**config.mk**
```make
export PLATFORM = sky130hd
export DESIGN_NAME = cascaded_pid_controller_unit
export DESIGN_NICKNAME = d
export VERILOG_FILES = /design/src/rtl/cpid_pkg.sv /design/src/rtl/cascaded_pid_controller_unit.sv /design/src/rtl/cpid_datapath.sv
export SDC_FILE = /design/constraint.sdc
export NUM_CORES = 2
export LEC_CHECK = 0
export ABC_CLOCK_PERIOD_IN_PS = 10400
export BUFFER_PORTS_ARGS = -buffer_cell sky130_fd_sc_hd__buf_4
export CORE_MARGIN = 8
export CORE_UTILIZATION = 60
export CTS_CLUSTER_DIAMETER = 80
export CTS_CLUSTER_SIZE = 12
export DETAILED_ROUTE_END_ITERATION = 10
export PLACE_DENSITY = 0.81
export SYNTH_ARGS = -nofsm -noshare
export SYNTH_HDL_FRONTEND = slang
export SYNTH_SLANG_ARGS = --single-unit
```
**constraint.sdc**
```tcl
create_clock -name clock -period 10.4 [get_ports clock]
set_input_delay 0.52 -clock clock [delete_from_list [all_inputs] [get_ports clock]]
set_output_delay 0.52 -clock clock [all_outputs]
set_load 0.03 [all_outputs]
```
**src/rtl/cpid_pkg.sv**
```systemverilog
// Shared types, constants and the microcode program of the cascaded PID controller.
// Depends on nothing; every other file in rtl imports it.
package cpid_pkg;

   // Fixed field widths.
   localparam int OUT_W = 17;        // loop outputs and integral state
   localparam int FIELD_W = 16;      // one gain or one limit
   localparam int GAINS_W = 48;
   localparam int LIMITS_W = 64;
   localparam int CSR_DATA_W = 64;
   localparam int CSR_INDEX_W = 3;
   localparam int WRAP_W = 2;
   localparam int PROD_LIMIT_LOG2 = 60;

   // Register indexes.
   localparam logic [CSR_INDEX_W-1:0] CSR_OUTER_GAINS = 3'd0;
   localparam logic [CSR_INDEX_W-1:0] CSR_OUTER_LIMITS = 3'd1;
   localparam logic [CSR_INDEX_W-1:0] CSR_INNER_GAINS = 3'd2;
   localparam logic [CSR_INDEX_W-1:0] CSR_INNER_LIMITS = 3'd3;
   localparam logic [CSR_INDEX_W-1:0] CSR_WRAP_MODE = 3'd4;
   localparam logic [CSR_INDEX_W-1:0] CSR_CASCADE = 3'd5;

   // Outer error wrap modes and their moduli.
   localparam logic [WRAP_W-1:0] WRAP_NONE = 2'd0;
   localparam logic [WRAP_W-1:0] WRAP_8191 = 2'd1;
   localparam logic [WRAP_W-1:0] WRAP_DOUBLE = 2'd2;
   localparam logic [WRAP_W-1:0] WRAP_360 = 2'd3;
   localparam int WRAP_M_W = 14;
   localparam logic [WRAP_M_W-1:0] WRAP_MOD_A = 14'd8191;
   localparam logic [WRAP_M_W-1:0] WRAP_MOD_B = 14'd4095;
   localparam logic [WRAP_M_W-1:0] WRAP_MOD_C = 14'd360;

   // Control word fields.
   localparam logic LOOP_OUTER = 1'b0;
   localparam logic LOOP_INNER = 1'b1;

   localparam logic [2:0] OP_NONE = 3'd0;
   localparam logic [2:0] OP_WRAP1 = 3'd1;
   localparam logic [2:0] OP_WRAP2 = 3'd2;
   localparam logic [2:0] OP_DEAD = 3'd3;
   localparam logic [2:0] OP_INTEG = 3'd4;
   localparam logic [2:0] OP_LDE = 3'd5;
   localparam logic [2:0] OP_FIN = 3'd6;

   localparam logic [1:0] OPND_NONE = 2'd0;
   localparam logic [1:0] OPND_P = 2'd1;
   localparam logic [1:0] OPND_I = 2'd2;
   localparam logic [1:0] OPND_D = 2'd3;

   localparam logic [1:0] ACC_NONE = 2'd0;
   localparam logic [1:0] ACC_LOAD = 2'd1;
   localparam logic [1:0] ACC_ADD_CLAMP = 2'd2;
   localparam logic [1:0] ACC_ADD = 2'd3;

   localparam logic [1:0] JMP_NEXT = 2'd0;
   localparam logic [1:0] JMP_OUT_IF_SINGLE = 2'd1;
   localparam logic [1:0] JMP_EMIT = 2'd2;

   typedef struct packed {
      logic       lp;
      logic [2:0] op;
      logic [1:0] opnd;
      logic       mul;
      logic [1:0] acc;
      logic [1:0] jmp;
   } ucode_type;

   localparam int PC_W = 5;
   localparam logic [PC_W-1:0] PC_START = 5'd0;
   localparam logic [PC_W-1:0] PC_OUT = 5'd17;

   function automatic ucode_type uword(input logic lp, input logic [2:0] op,
                                       input logic [1:0] opnd, input logic mul,
                                       input logic [1:0] acc, input logic [1:0] jmp);
      ucode_type w;
      w.lp = lp;
      w.op = op;
      w.opnd = opnd;
      w.mul = mul;
      w.acc = acc;
      w.jmp = jmp;
      return w;
   endfunction

   // Each product is registered before it is accumulated, so the accumulate
   // steps trail the multiply steps.
   function automatic ucode_type ucode_rom(input logic [PC_W-1:0] pc);
      ucode_type w;
      case (pc)
         5'd0: w = uword(LOOP_OUTER, OP_WRAP1, OPND_NONE, 1'b0, ACC_NONE, JMP_NEXT);
         5'd1: w = uword(LOOP_OUTER, OP_WRAP2, OPND_NONE, 1'b0, ACC_NONE, JMP_NEXT);
         5'd2: w = uword(LOOP_OUTER, OP_DEAD, OPND_NONE, 1'b0, ACC_NONE, JMP_NEXT);
         5'd3: w = uword(LOOP_OUTER, OP_INTEG, OPND_P, 1'b0, ACC_NONE, JMP_NEXT);
         5'd4: w = uword(LOOP_OUTER, OP_NONE, OPND_I, 1'b1, ACC_NONE, JMP_NEXT);
         5'd5: w = uword(LOOP_OUTER, OP_NONE, OPND_D, 1'b1, ACC_LOAD, JMP_NEXT);
         5'd6: w = uword(LOOP_OUTER, OP_NONE, OPND_NONE, 1'b1, ACC_ADD_CLAMP, JMP_NEXT);
         5'd7: w = uword(LOOP_OUTER, OP_NONE, OPND_NONE, 1'b0, ACC_ADD, JMP_NEXT);
         5'd8: w = uword(LOOP_OUTER, OP_FIN, OPND_NONE, 1'b0, ACC_NONE,
                         JMP_OUT_IF_SINGLE);
         5'd9: w = uword(LOOP_INNER, OP_LDE, OPND_NONE, 1'b0, ACC_NONE, JMP_NEXT);
         5'd10: w = uword(LOOP_INNER, OP_DEAD, OPND_NONE, 1'b0, ACC_NONE, JMP_NEXT);
         5'd11: w = uword(LOOP_INNER, OP_INTEG, OPND_P, 1'b0, ACC_NONE, JMP_NEXT);
         5'd12: w = uword(LOOP_INNER, OP_NONE, OPND_I, 1'b1, ACC_NONE, JMP_NEXT);
         5'd13: w = uword(LOOP_INNER, OP_NONE, OPND_D, 1'b1, ACC_LOAD, JMP_NEXT);
         5'd14: w = uword(LOOP_INNER, OP_NONE, OPND_NONE, 1'b1, ACC_ADD_CLAMP, JMP_NEXT);
         5'd15: w = uword(LOOP_INNER, OP_NONE, OPND_NONE, 1'b0, ACC_ADD, JMP_NEXT);
         5'd16: w = uword(LOOP_INNER, OP_FIN, OPND_NONE, 1'b0, ACC_NONE, JMP_NEXT);
         default: w = uword(LOOP_OUTER, OP_NONE, OPND_NONE, 1'b0, ACC_NONE, JMP_EMIT);
      endcase
      return w;
   endfunction

endpackage

```
**src/rtl/cascaded_pid_controller_unit.sv**
```systemverilog
// Top level of the cascaded PID controller: handshakes, registers and microcode sequencer.
// Depends on cpid_pkg and cpid_datapath.
//
//   Channel   Direction  Handshake              Payload
//   req_      in         req_valid / req_ready  outer_target, outer_measure, inner_measure
//   rsp_      out        rsp_valid / rsp_ready  drive, outer_output
//   csr_      in         csr_wr_en              csr_index, csr_wdata
//
// An item runs through the microcode program one control word per cycle over one
// shared multiplier; the inner-loop words run only with the cascade on. The result
// waits in an output register, so the next item is taken while it is still unread;
// a new result only stalls the program at its last step while that register is
// full. Reset clears the loop state and all control registers; no clearing pass is
// needed.
module cascaded_pid_controller_unit
   import cpid_pkg::*;
#(
   parameter int DATA_WIDTH = 32,
   parameter int GAIN_FRAC_BITS = 8
) (
   input  logic                         clock,
   input  logic                         reset,
   input  logic                         req_valid,
   output logic                         req_ready,
   input  logic signed [DATA_WIDTH-1:0] req_outer_target,
   input  logic signed [DATA_WIDTH-1:0] req_outer_measure,
   input  logic signed [DATA_WIDTH-1:0] req_inner_measure,
   output logic                         rsp_valid,
   input  logic                         rsp_ready,
   output logic signed [OUT_W-1:0]      rsp_drive,
   output logic signed [OUT_W-1:0]      rsp_outer_output,
   input  logic                         csr_wr_en,
   input  logic [CSR_INDEX_W-1:0]       csr_index,
   input  logic [CSR_DATA_W-1:0]        csr_wdata
);

   logic [GAINS_W-1:0]  outer_gains_ff, inner_gains_ff;
   logic [LIMITS_W-1:0] outer_limits_ff, inner_limits_ff;
   logic [WRAP_W-1:0]   wrap_mode_ff;
   logic                cascade_ff;

   logic [PC_W-1:0] pc_ff, pc_in;
   logic            busy_ff, busy_in;
   logic            rsp_valid_ff, rsp_valid_in;
   logic signed [OUT_W-1:0] rsp_drive_ff, rsp_outer_ff;

   ucode_type uc;
   logic      accept, out_free, emit;
   logic signed [OUT_W-1:0] dp_outer, dp_drive;

   assign uc = ucode_rom(pc_ff);
   assign req_ready = !busy_ff;
   assign accept = req_valid && !busy_ff;
   assign out_free = !rsp_valid_ff || rsp_ready;
   assign emit = busy_ff && (uc.jmp == JMP_EMIT) && out_free;

   always_ff @(posedge clock) begin
      if (reset) begin
         outer_gains_ff <= '0;
         outer_limits_ff <= '0;
         inner_gains_ff <= '0;
         inner_limits_ff <= '0;
         wrap_mode_ff <= WRAP_NONE;
         cascade_ff <= 1'b0;
      end else if (csr_wr_en) begin
         case (csr_index)
            CSR_OUTER_GAINS: outer_gains_ff <= csr_wdata[GAINS_W-1:0];
            CSR_OUTER_LIMITS: outer_limits_ff <= csr_wdata[LIMITS_W-1:0];
            CSR_INNER_GAINS: inner_gains_ff <= csr_wdata[GAINS_W-1:0];
            CSR_INNER_LIMITS: inner_limits_ff <= csr_wdata[LIMITS_W-1:0];
            CSR_WRAP_MODE: wrap_mode_ff <= csr_wdata[WRAP_W-1:0];
            CSR_CASCADE: cascade_ff <= csr_wdata[0];
            default: cascade_ff <= cascade_ff;
         endcase
      end
   end

   // Sequencer: the idle program counter rests on the emit word, which does nothing.
   always_comb begin
      pc_in = pc_ff;
      busy_in = busy_ff;
      if (accept) begin
         pc_in = PC_START;
         busy_in = 1'b1;
      end else if (busy_ff) begin
         case (uc.jmp)
            JMP_NEXT: pc_in = pc_ff + PC_W'(1);
            JMP_OUT_IF_SINGLE: pc_in = cascade_ff ? pc_ff + PC_W'(1) : PC_OUT;
            JMP_EMIT: busy_in = !out_free;
            default: pc_in = PC_OUT;
         endcase
      end
   end

   always_comb begin
      rsp_valid_in = rsp_valid_ff;
      if (emit) begin
         rsp_valid_in = 1'b1;
      end else if (rsp_ready) begin
         rsp_valid_in = 1'b0;
      end
   end

   always_ff @(posedge clock) begin
      if (reset) begin
         pc_ff <= PC_OUT;
         busy_ff <= 1'b0;
         rsp_valid_ff <= 1'b0;
      end else begin
         pc_ff <= pc_in;
         busy_ff <= busy_in;
         rsp_valid_ff <= rsp_valid_in;
      end
   end

   always_ff @(posedge clock) begin
      if (emit) begin
         rsp_drive_ff <= dp_drive;
         rsp_outer_ff <= dp_outer;
      end
   end

   cpid_datapath #(
      .DATA_WIDTH(DATA_WIDTH),
      .GAIN_FRAC_BITS(GAIN_FRAC_BITS)
   ) u_datapath (
      .clock(clock),
      .reset(reset),
      .load(accept),
      .target(req_outer_target),
      .measure(req_outer_measure),
      .inner_measure(req_inner_measure),
      .uc(uc),
      .gains((uc.lp == LOOP_INNER) ? inner_gains_ff : outer_gains_ff),
      .limits((uc.lp == LOOP_INNER) ? inner_limits_ff : outer_limits_ff),
      .wrap_mode(wrap_mode_ff),
      .outer_out(dp_outer),
      .drive(dp_drive)
   );

   assign rsp_valid = rsp_valid_ff;
   assign rsp_drive = rsp_drive_ff;
   assign rsp_outer_output = rsp_outer_ff;

endmodule

```
**src/rtl/cpid_datapath.sv**
```systemverilog
// Datapath of the cascaded PID controller: error, integral, multiplier and accumulator.
// Depends on cpid_pkg; driven one control word per cycle by the top level.
module cpid_datapath
   import cpid_pkg::*;
#(
   parameter int DATA_WIDTH = 32,
   parameter int GAIN_FRAC_BITS = 8
) (
   input  logic                         clock,
   input  logic                         reset,
   input  logic                         load,
   input  logic signed [DATA_WIDTH-1:0] target,
   input  logic signed [DATA_WIDTH-1:0] measure,
   input  logic signed [DATA_WIDTH-1:0] inner_measure,
   input  ucode_type                    uc,
   input  logic [GAINS_W-1:0]           gains,
   input  logic [LIMITS_W-1:0]          limits,
   input  logic [WRAP_W-1:0]            wrap_mode,
   output logic signed [OUT_W-1:0]      outer_out,
   output logic signed [OUT_W-1:0]      drive
);

   localparam int EW = ((DATA_WIDTH > OUT_W) ? DATA_WIDTH : OUT_W) + 1;
   localparam int MAG_W = EW + 1;
   localparam int PROD_W = MAG_W + FIELD_W;
   localparam int CMP_W = (PROD_W > PROD_LIMIT_LOG2 + 1) ? PROD_W : PROD_LIMIT_LOG2 + 1;
   localparam int SAT_W = (PROD_W > PROD_LIMIT_LOG2 + 1) ? PROD_LIMIT_LOG2 + 1 : PROD_W;
   localparam int ACC_W = SAT_W + 3;
   localparam int LIM_W = FIELD_W + GAIN_FRAC_BITS;
   localparam logic [CMP_W-1:0] PROD_LIMIT = CMP_W'(1) << PROD_LIMIT_LOG2;

   logic signed [EW-1:0]    e_ff, e_in;
   logic signed [DATA_WIDTH-1:0] im_ff;
   logic signed [OUT_W-1:0] integ_ff [2];
   logic signed [EW-1:0]    prev_ff [2];
   logic [MAG_W-1:0]        mag_ff, mag_in;
   logic                    neg_ff, neg_in;
   logic [FIELD_W-1:0]      gain_ff, gain_in;
   logic [SAT_W-1:0]        prod_ff, prod_in;
   logic                    pneg_ff;
   logic signed [ACC_W-1:0] acc_ff, acc_in;
   logic signed [OUT_W-1:0] outer_ff, drive_ff;

   logic [FIELD_W-1:0] kp, ki, kd, dband, imax, iomax, omax;
   logic [EW-1:0]       e_abs;
   logic [WRAP_M_W-1:0] wrap_m;
   logic                wrap_on;
   logic signed [EW-1:0] wrap_ms, e_wrapped;
   logic signed [EW:0]  isum, ilim, ilim_n, iclamp;
   logic [OUT_W-1:0]    integ_abs;
   logic signed [EW:0]  dval;
   logic [EW:0]         d_abs;
   logic [PROD_W-1:0]   prod_raw;
   logic [CMP_W-1:0]    prod_ext;
   logic [LIM_W-1:0]    io_lim;
   logic [SAT_W-1:0]    add_mag;
   logic signed [ACC_W-1:0] addend, out_lim, sum_c;
   logic [ACC_W-1:0]    sum_abs;
   logic [OUT_W-1:0]    res_mag;
   logic signed [OUT_W-1:0] res;

   assign kp = gains[FIELD_W-1:0];
   assign ki = gains[2*FIELD_W-1:FIELD_W];
   assign kd = gains[3*FIELD_W-1:2*FIELD_W];
   assign dband = limits[FIELD_W-1:0];
   assign imax = limits[2*FIELD_W-1:FIELD_W];
   assign iomax = limits[3*FIELD_W-1:2*FIELD_W];
   assign omax = limits[4*FIELD_W-1:3*FIELD_W];

   assign e_abs = e_ff[EW-1] ? (~e_ff + EW'(1)) : e_ff;

   // Wrap: the second pass only acts in the double mode.
   always_comb begin
      wrap_m = WRAP_MOD_A;
      wrap_on = 1'b0;
      if (uc.op == OP_WRAP1) begin
         wrap_on = (wrap_mode != WRAP_NONE);
         wrap_m = (wrap_mode == WRAP_360) ? WRAP_MOD_C : WRAP_MOD_A;
      end else begin
         wrap_on = (wrap_mode == WRAP_DOUBLE);
         wrap_m = WRAP_MOD_B;
      end
   end

   assign wrap_ms = $signed({{(EW-WRAP_M_W){1'b0}}, wrap_m});
   assign e_wrapped = (wrap_on && (e_abs > EW'(wrap_m >> 1)))
                      ? (e_ff[EW-1] ? e_ff + wrap_ms : e_ff - wrap_ms) : e_ff;

   // Integral update with a symmetric clamp.
   assign isum = {e_ff[EW-1], e_ff}
                 + {{(EW+1-OUT_W){integ_ff[uc.lp][OUT_W-1]}}, integ_ff[uc.lp]};
   assign ilim = $signed({{(EW+1-FIELD_W){1'b0}}, imax});
   assign ilim_n = -ilim;
   assign iclamp = (isum > ilim) ? ilim : ((isum < ilim_n) ? ilim_n : isum);

   assign integ_abs = integ_ff[uc.lp][OUT_W-1] ? (~integ_ff[uc.lp] + OUT_W'(1))
                                               : integ_ff[uc.lp];
   assign dval = {e_ff[EW-1], e_ff} - {prev_ff[uc.lp][EW-1], prev_ff[uc.lp]};
   assign d_abs = dval[EW] ? (~dval + MAG_W'(1)) : dval;

   always_comb begin
      mag_in = mag_ff;
      neg_in = neg_ff;
      gain_in = gain_ff;
      case (uc.opnd)
         OPND_P: begin
            mag_in = MAG_W'(e_abs);
            neg_in = e_ff[EW-1];
            gain_in = kp;
         end
         OPND_I: begin
            mag_in = MAG_W'(integ_abs);
            neg_in = integ_ff[uc.lp][OUT_W-1];
            gain_in = ki;
         end
         OPND_D: begin
            mag_in = d_abs;
            neg_in = dval[EW];
            gain_in = kd;
         end
         default: begin
            mag_in = mag_ff;
         end
      endcase
   end

   // Magnitude product, saturated at the product limit.
   assign prod_raw = PROD_W'(gain_ff) * PROD_W'(mag_ff);
   assign prod_ext = CMP_W'(prod_raw);
   assign prod_in = (prod_ext > PROD_LIMIT) ? SAT_W'(PROD_LIMIT) : SAT_W'(prod_ext);

   // The I term is clamped on its magnitude before it joins the sum.
   assign io_lim = LIM_W'(iomax) << GAIN_FRAC_BITS;
   assign add_mag = ((uc.acc == ACC_ADD_CLAMP) && (prod_ff > SAT_W'(io_lim)))
                    ? SAT_W'(io_lim) : prod_ff;
   assign addend = pneg_ff ? -$signed(ACC_W'(add_mag)) : $signed(ACC_W'(add_mag));

   always_comb begin
      case (uc.acc)
         ACC_LOAD: acc_in = addend;
         ACC_ADD_CLAMP: acc_in = acc_ff + addend;
         ACC_ADD: acc_in = acc_ff + addend;
         default: acc_in = acc_ff;
      endcase
   end

   // Output clamp, then a shift that rounds toward zero.
   assign out_lim = $signed(ACC_W'(omax) << GAIN_FRAC_BITS);
   assign sum_c = (acc_ff > out_lim) ? out_lim : ((acc_ff < -out_lim) ? -out_lim : acc_ff);
   assign sum_abs = sum_c[ACC_W-1] ? (~sum_c + ACC_W'(1)) : sum_c;
   assign res_mag = OUT_W'(sum_abs >> GAIN_FRAC_BITS);
   assign res = sum_c[ACC_W-1] ? -$signed(res_mag) : $signed(res_mag);

   always_comb begin
      e_in = e_ff;
      if (load) begin
         e_in = {{(EW-DATA_WIDTH){target[DATA_WIDTH-1]}}, target}
                - {{(EW-DATA_WIDTH){measure[DATA_WIDTH-1]}}, measure};
      end else begin
         case (uc.op)
            OP_WRAP1: e_in = e_wrapped;
            OP_WRAP2: e_in = e_wrapped;
            OP_DEAD: e_in = (e_abs <= EW'(dband)) ? '0 : e_ff;
            OP_LDE: e_in = {{(EW-OUT_W){outer_ff[OUT_W-1]}}, outer_ff}
                           - {{(EW-DATA_WIDTH){im_ff[DATA_WIDTH-1]}}, im_ff};
            default: e_in = e_ff;
         endcase
      end
   end

   always_ff @(posedge clock) begin
      e_ff <= e_in;
      mag_ff <= mag_in;
      neg_ff <= neg_in;
      gain_ff <= gain_in;
      acc_ff <= acc_in;
      if (load) begin
         im_ff <= inner_measure;
      end
      if (uc.mul) begin
         prod_ff <= prod_in;
         pneg_ff <= neg_ff;
      end
      if (uc.op == OP_FIN) begin
         drive_ff <= res;
         if (uc.lp == LOOP_OUTER) begin
            outer_ff <= res;
         end
      end
   end

   always_ff @(posedge clock) begin
      if (reset) begin
         integ_ff[0] <= '0;
         integ_ff[1] <= '0;
         prev_ff[0] <= '0;
         prev_ff[1] <= '0;
      end else begin
         if (uc.op == OP_INTEG) begin
            integ_ff[uc.lp] <= iclamp[OUT_W-1:0];
         end
         if (uc.op == OP_FIN) begin
            prev_ff[uc.lp] <= e_ff;
         end
      end
   end

   assign outer_out = outer_ff;
   assign drive = drive_ff;

endmodule

```
# --- Yosys cells after proc, flatten, opt, wreduce, memory -nomap -nowiden ---
# Memories as Yosys holds them, arrays and structs flattened.
# Index checks and enable logic that the tools add are counted.
word_totals:
  regBits: 522
  ramBits: 100
  mem_bits_ro: 352
  inputBits: 168
  out_inout_bits: 36
  memories: 3
op_classes:
  addsub: 16
  multipliers: 1
  magnitude_cmp: 8
  eq_ne: 24
  muxes: 48
  bitwise: 6
  reduce_logical: 32
mem_list:
  columns: ["name", "words", "width", "read_ports", "rd_ports_with_merged_regs", "write_ports", "line_no", "rtl"]
  rows:
  - ["(name not given)", 32, 11, 1, 0, 0, "cpid_pkg.sv:89", "case (pc)"]
  - ["u_datapath.prev_ff", 2, 33, 1, 0, 2, "cpid_datapath.sv:35", "logic signed [EW-1:0] prev_ff [2];"]
  - ["u_datapath.integ_ff", 2, 17, 1, 0, 2, "cpid_datapath.sv:34", "logic signed [OUT_W-1:0] integ_ff [2];"]
op_table:
  columns: ["cell", "n"]
  rows:
  - ["2-to-1 mux 33 bit", 6]
  - ["2-to-1 mux 53 bit", 3]
  - ["case mux 53 bit (2 select lines)", 1]
  - ["case mux 34 bit (3 select lines)", 1]
  - ["case mux 33 bit (3 select lines)", 1]
  - ["2-to-1 mux 17 bit", 5]
  - ["2-to-1 mux 64 bit", 1]
  - ["greater-than comparator 50 x 61 -> 1 bit, second input constant", 1]
  - ["adder 53 bit", 1]
  - ["greater-than comparator 53 x 25 -> 1 bit", 1]
  - ["less-than comparator 53 bit", 1]
  - ["negator 24 -> 53 bit", 1]
  - ["negator 50 -> 53 bit", 1]
  - ["greater-than comparator 50 x 24 -> 1 bit", 1]
  - ["multiplier 16 x 34 -> 50 bit", 1]
  - ["2-to-1 mux 50 bit", 1]
  - ["2-to-1 mux 48 bit", 1]
  - ["case mux 16 bit (3 select lines)", 1]
  - ["adder 33 x 17 -> 34 bit", 1]
  - ["adder 34 x 2 -> 34 bit, second input constant", 1]
  - ["greater-than comparator 34 x 17 -> 1 bit", 1]
  - ["less-than comparator 34 bit", 1]
  - ["2-to-1 mux 34 bit", 1]
  - ["negator 16 -> 34 bit", 1]
  - ["other kinds (45)", 100]

# --- Longest topological paths before layout ---
# An unclocked memory read counts as a cell.
depth:
  word_depth: 11
  ltp_mapped: 50
  ltp_nobuf: 38

# --- Cells and area by module ---
# A second synthesis with hierarchy kept.
hier_totals:
  cells_unflattened: 7028
  hier_area_um2: 62022.0
modules_own_cells:
  columns: ["mod", "instances", "cells_per_inst", "area_per_inst_um2", "seq_area_each_um2"]
  rows:
  - ["cpid_datapath", 1, 5806, 50871.3, 10630.2]
  - ["cascaded_pid_controller_unit", 1, 1222, 11150.7, 5705.5]

# --- Worst setup path before layout ---
# OpenSTA, ideal clock, no wires.
synth_timing:
  kind: "reg2reg"
  start: "reg pc_ff[0]"
  end: "reg u_datapath.acc_ff[52], data pin"
  setup_ns: 0.266
  t_arrival_ns: 9.326
  path_slack_ns: 0.808
  path_stages_with_launch: 47
  n_path_buf: 13
  synth_period_minus_slack_ns: 9.592
  path_cell_list: "dfxtp_1 > clkbuf_1 > inv_1 > ha_1 > or3b_1 > buf_6 > nor2_8 > nor2_2 > buf_6 > buf_6 > buf_6 > buf_2 > buf_1 > clkbuf_1 > mux2i_1 > ha_1 > nand4_1 > nor2_1 > [11 not listed] > nand4b_1 > or2_2 > clkbuf_1 > nand2_1 > xor2_1 > ha_1 > nand3_1 > or2_2 > or4_1 > a311oi_1 > nand4_1 > nand2_1 > o211ai_1 > a31oi_1 > a21oi_1 > xnor2_1 > nor2_1 > xnor2_1"
synth_between:
  elab_chain_cells: 9
synth_rtl:
  columns: ["item", "line_no", "rtl"]
  rows:
  - ["start, declared", "cascaded_pid_controller_unit.sv:42", "logic [PC_W-1:0] pc_ff, pc_in;"]
  - ["start signal, assigned", "cascaded_pid_controller_unit.sv:110", "pc_ff <= pc_in;"]
  - ["memory (32 x 11 bit) *", null, null]
  - ["2-to-1 mux 64 bit", "cascaded_pid_controller_unit.sv:135", ".limits((uc.lp == LOOP_INNER) ? inner_limits_ff : outer_limits_ff),"]
  - ["greater-than comparator 50 x 24 -> 1 bit", "cpid_datapath.sv:134", "assign add_mag = ((uc.acc == ACC_ADD_CLAMP) && (prod_ff > SAT_W'(io_lim)))"]
  - ["logical AND 1 bit", "cpid_datapath.sv:134", null]
  - ["2-to-1 mux 50 bit", "cpid_datapath.sv:135", "? SAT_W'(io_lim) : prod_ff;"]
  - ["negator 50 -> 53 bit", "cpid_datapath.sv:136", "assign addend = pneg_ff ? -$signed(ACC_W'(add_mag)) : $signed(ACC_W'(add_mag));"]
  - ["2-to-1 mux 53 bit", "cpid_datapath.sv:136", null]
  - ["adder 53 bit", "cpid_datapath.sv:141, cpid_datapath.sv:142", null]
  - ["case mux 53 bit (2 select lines) *", "cpid_datapath.sv:139", "case (uc.acc)"]
  - ["named net u_datapath.acc_in[52]", "cpid_datapath.sv:41", "logic signed [ACC_W-1:0] acc_ff, acc_in;"]
  - ["end signal, assigned", "cpid_datapath.sv:176", "acc_ff <= acc_in;"]
  - ["end, declared", "cpid_datapath.sv:41", null]
# Mark *: on every way through the listed nets, which the timed path passes. The rest lies on a longest branch.
# A chain may end at the register's enable or synchronous reset.

# --- Worst setup path after layout ---
layout_timing:
  start: "reg pc_ff[0]"
  end: "reg u_datapath.outer_ff[16] (netlist: u_datapath.outer_out[16]), data pin"
layout_between:
  elab_chain_cells: 11
layout_rtl:
  columns: ["item", "line_no", "rtl"]
  rows:
  - ["memory (32 x 11 bit) *", null, null]
  - ["2-to-1 mux 64 bit *", "cascaded_pid_controller_unit.sv:135", null]
  - ["negator 24 -> 53 bit", "cpid_datapath.sv:149", "assign sum_c = (acc_ff > out_lim) ? out_lim : ((acc_ff < -out_lim) ? -out_lim : acc_ff);"]
  - ["less-than comparator 53 bit", "cpid_datapath.sv:149", null]
  - ["2-to-1 mux 53 bit", "cpid_datapath.sv:149", null]
  - ["2-to-1 mux 53 bit *", "cpid_datapath.sv:149", null]
  - ["NOT 25 bit", "cpid_datapath.sv:150", "assign sum_abs = sum_c[ACC_W-1] ? (~sum_c + ACC_W'(1)) : sum_c;"]
  - ["adder 25 x 2 -> 25 bit", "cpid_datapath.sv:150", null]
  - ["2-to-1 mux 25 bit", "cpid_datapath.sv:150", null]
  - ["negator 17 bit", "cpid_datapath.sv:152", "assign res = sum_c[ACC_W-1] ? -$signed(res_mag) : $signed(res_mag);"]
  - ["2-to-1 mux 17 bit *", "cpid_datapath.sv:152", null]
  - ["named net u_datapath.res[16]", "cpid_datapath.sv:60", "logic signed [OUT_W-1:0] res;"]
  - ["end signal, assigned", "cpid_datapath.sv:187", "outer_ff <= res;"]
  - ["end, declared", "cpid_datapath.sv:42", "logic signed [OUT_W-1:0] outer_ff, drive_ff;"]
# Marks and branches as above.

==> metrics.txt <==
status=complete, no violations; Routed WL per cell=22.1 microns; vias per cell=6.28; post-route clock period utilization=92.4%; Avg Inst Size Synth=between 8 and 9 sq um; vias in the first global route=51,500; initial DRC count=5,005; total die area=112,000 sq um; Period minus WS final=9.60 ns; core footprint=100,000 sq um; Worst setup EP type=flip-flop; die width=334 microns; max_cap viols=0; Commonest cells post-synth=nand2_1, inv_1, a21oi_1; mapped cell area=60,700 sq um; cts repair resizes=0; pin count of the biggest net entering global routing=100; htree depth=2; Remaining DRCs=0; TritonCTS Buffers=61; drt pass-1 iters=8; FFs w/ async S/R, synth=0%; Final setup viols=0; Clk Latency, worst-skew pair=0.68 ns; Post-Route Setup TNS=0 ns; headroom to the max-slew limit=10.1%; share of cells above drive strength 1=6.60%; #FFs+latches synth=622; final hold vios=0; Post-Layout Cell Count=8,340; IO Pins=204; leak pwr=28.4 nW; synth warn=0; first-pass GRT wire length=between 200 and 300 mm; PortBufs=203; cell with the most instances after synthesis=nand2_1; post-synth top area share=a little under a fifth; grt total ovfl=0; Worst Max-Slew Pin Slew=between 1 and 1.5 ns; DP Cell Count=8,179; Peak VDD IR=0.230 mV; slowest stage cell, crit path=mux2i_1; max incr delay on CP=0.60 ns; top_reg_cell synth=edfxtp_1; CTS tree=done; routed via count=between 50,000 and 60,000; crit path kind=reg2reg; Nets=8,100; clock tree root driver cell=clkbuf_16; Post-synth EDFFs=388; sequential share of the synthesized area=a little over a quarter; Worst Skew=0.0453 ns; Worst Path Required=10.74 ns; RD Place Congestion=0.994; FP Rows=116; fmax=0.104 GHz; clk sinks=622; Crit Path Max Fanout=18; PD cells=194 nW/um^2; effective utilization at floorplan=60.6%; Net Count, Synth=8,037; Yosys cell types=about 100; clk slew on worst S/H paths=about 0.070 ns; HP Class=in2reg; fin. max-slew vios=0; clk buf depth=3; Total Routed Length=approximately 180 mm; RSZ-0062 raised after global routing=no; Chip Height=334 microns; Post-DRT Antenna Nets=0; synthesis-to-layout area growth=8.06%; Tot GR Track Use=32.1%; cells after synthesis=6,911; Worst setup SP type=flip-flop; Critical Path AT=9.94 ns; fillers=roughly 8,000; dominant cell type by area after synthesis=edfxtp_1; HPWL after detailed placement=about 140 mm; top area cells in the synthesized netlist=edfxtp_1, fa_1, ha_1; initial antenna violation count=24
-- cells in the final DEF (no fill, tap or decap), types with 39 or more instances in the layout --
cell type / count
clkbuf_16: 65
nor2_1: 294
nand2_1: 1168
nand2b_1: 71
dfxtp_1: 234
ha_1: 506
buf_4: 282
xnor2_1: 229
a21oi_1: 599
xor2_1: 150
a211oi_1: 60
nor2b_1: 50
and3_1: 44
nand3_1: 75
nor3_1: 89
o22ai_1: 40
nand4_1: 51
inv_1: 631
mux2i_1: 131
and2_1: 269
clkbuf_1: 39
o21ai_0: 242
o21a_1: 43
nor4_1: 42
a21o_1: 162
fa_1: 452
edfxtp_1: 388
-- final timing paths --
kind	end	slack, ns	from	cells past startpoint
max	u_datapath.outer_out[16]	0.80	pc_ff[0]	29
min	u_datapath.im_ff[1]	0.04	req_inner_measure[1]	1
max reg2reg	u_datapath.outer_out[16]	0.80	pc_ff[0]	29
min reg2reg	rsp_drive[15]	0.40	u_datapath.drive[15]	0
-- sequential cells by signal, summed over array words and instances, names as in the netlist --
register and flops:
u_datapath.integ_ff 34, cascade_ff 1, u_datapath.im_ff 32, u_datapath.prod_ff 50, outer_limits_ff 64, u_datapath.prev_ff 66
pc_ff 5, u_datapath.drive 17, inner_gains_ff 48, u_datapath.acc_ff 53, wrap_mode_ff 2, rsp_drive 17
inner_limits_ff 64, u_datapath.e_ff 33, rsp_valid 1, u_datapath.pneg_ff 1, rsp_outer_output 17, u_datapath.gain_ff 16
u_datapath.outer_out 17, u_datapath.neg_ff 1, u_datapath.mag_ff 34, busy_ff 1, outer_gains_ff 48
-- critical path, delay by kind of cell, from the launching register on --
family | cells | cell delay [ns]
buf+inv | 4 | 0.87
flops | 1 | 0.53
simple gates | 11 | 3.78
compound gates | 9 | 2.33
fa+ha+maj | 3 | 0.74
mux | 2 | 1.00
-- routing by layer --
metal,routed length (microns),vias to the layer above,GRT usage [%]
met4,9890,10,14.9
met3,18300,583,6.08
met1,70100,25300,40.9
met2,85500,2678,52.9
li1,-,23900,-
met5,79,-,0
-- what timing repair did --
item                                   in CTS  in global routing
setup buffers                               0                  0
hold buffers                               30                  0
endpoints found under the hold margin      30                  0
-- power by group --
part           leakage [nW]  total [mW]  switching, mW  internal, mW
Clock                 0.913        2.19           1.01          1.18
Combinational          22.0        7.30           4.37          2.93
Sequential             5.57        3.22          0.242          2.97
Total                  28.4        12.7           5.62          7.08
-- cells by family (layout without fill, tap and decap cells) --
| logic type | Yosys count | count (layout) | share of synthesized area, % |
|---|---|---|---|
| and+or+nand+nor | 2346 | 2346 | 18.2 |
| DFF | 622 | 622 | 26.9 |
| AOI/OAI and AO/OA | 1494 | 1494 | 15.4 |
| xor gates and xnor gates | 379 | 379 | 5.47 |
| adders and majority gates | 958 | 958 | 25.3 |
| buffers and inverters | 949 | 1064 | 5.95 |
| other | 0 | 16 | 0 |
| muxes | 163 | 163 | 2.80 |
-- through the flow --
| stage | instance area (sq um) | worst slack, ns | utilization, % | total power [mW] | hold slack, ns |
|---|---|---|---|---|---|
| after CTS | 65600 | 0.956 | 65.5 | 12.6 | 0.00196 |
| after global placement | 63400 | 1.40 | 63.3 | 10.2 | 0.403 |
| final | 65600 | 0.796 | 65.5 | 12.7 | 0.0416 |
| after detailed placement | 63400 | 1.02 | 63.3 | 10.3 | 0.405 |
| after floorplan | 60700 | 0.808 | - | 8.37 | 0.400 |
| after global routing | 65600 | 0.254 | 65.5 | 13.5 | 0.0232 |
-- final cells by class --
cell class | instances | area, sq um | share of cell area, %
Multi-Input combinational cell | 5340 | 40900 | 62.3
Sequential cell | 622 | 16300 | 24.9
Timing Repair Buffer | 314 | 2450 | 3.73
Inverter | 635 | 2380 | 3.63
Clock buffer | 107 | 1810 | 2.75
Tap cell | 1298 | 1620 | 2.48
Clock inverter | 8 | 93.8 | 0.143
Antenna cell | 16 | 40.0 | 0.0610
(Power assumes the default switching activity.)
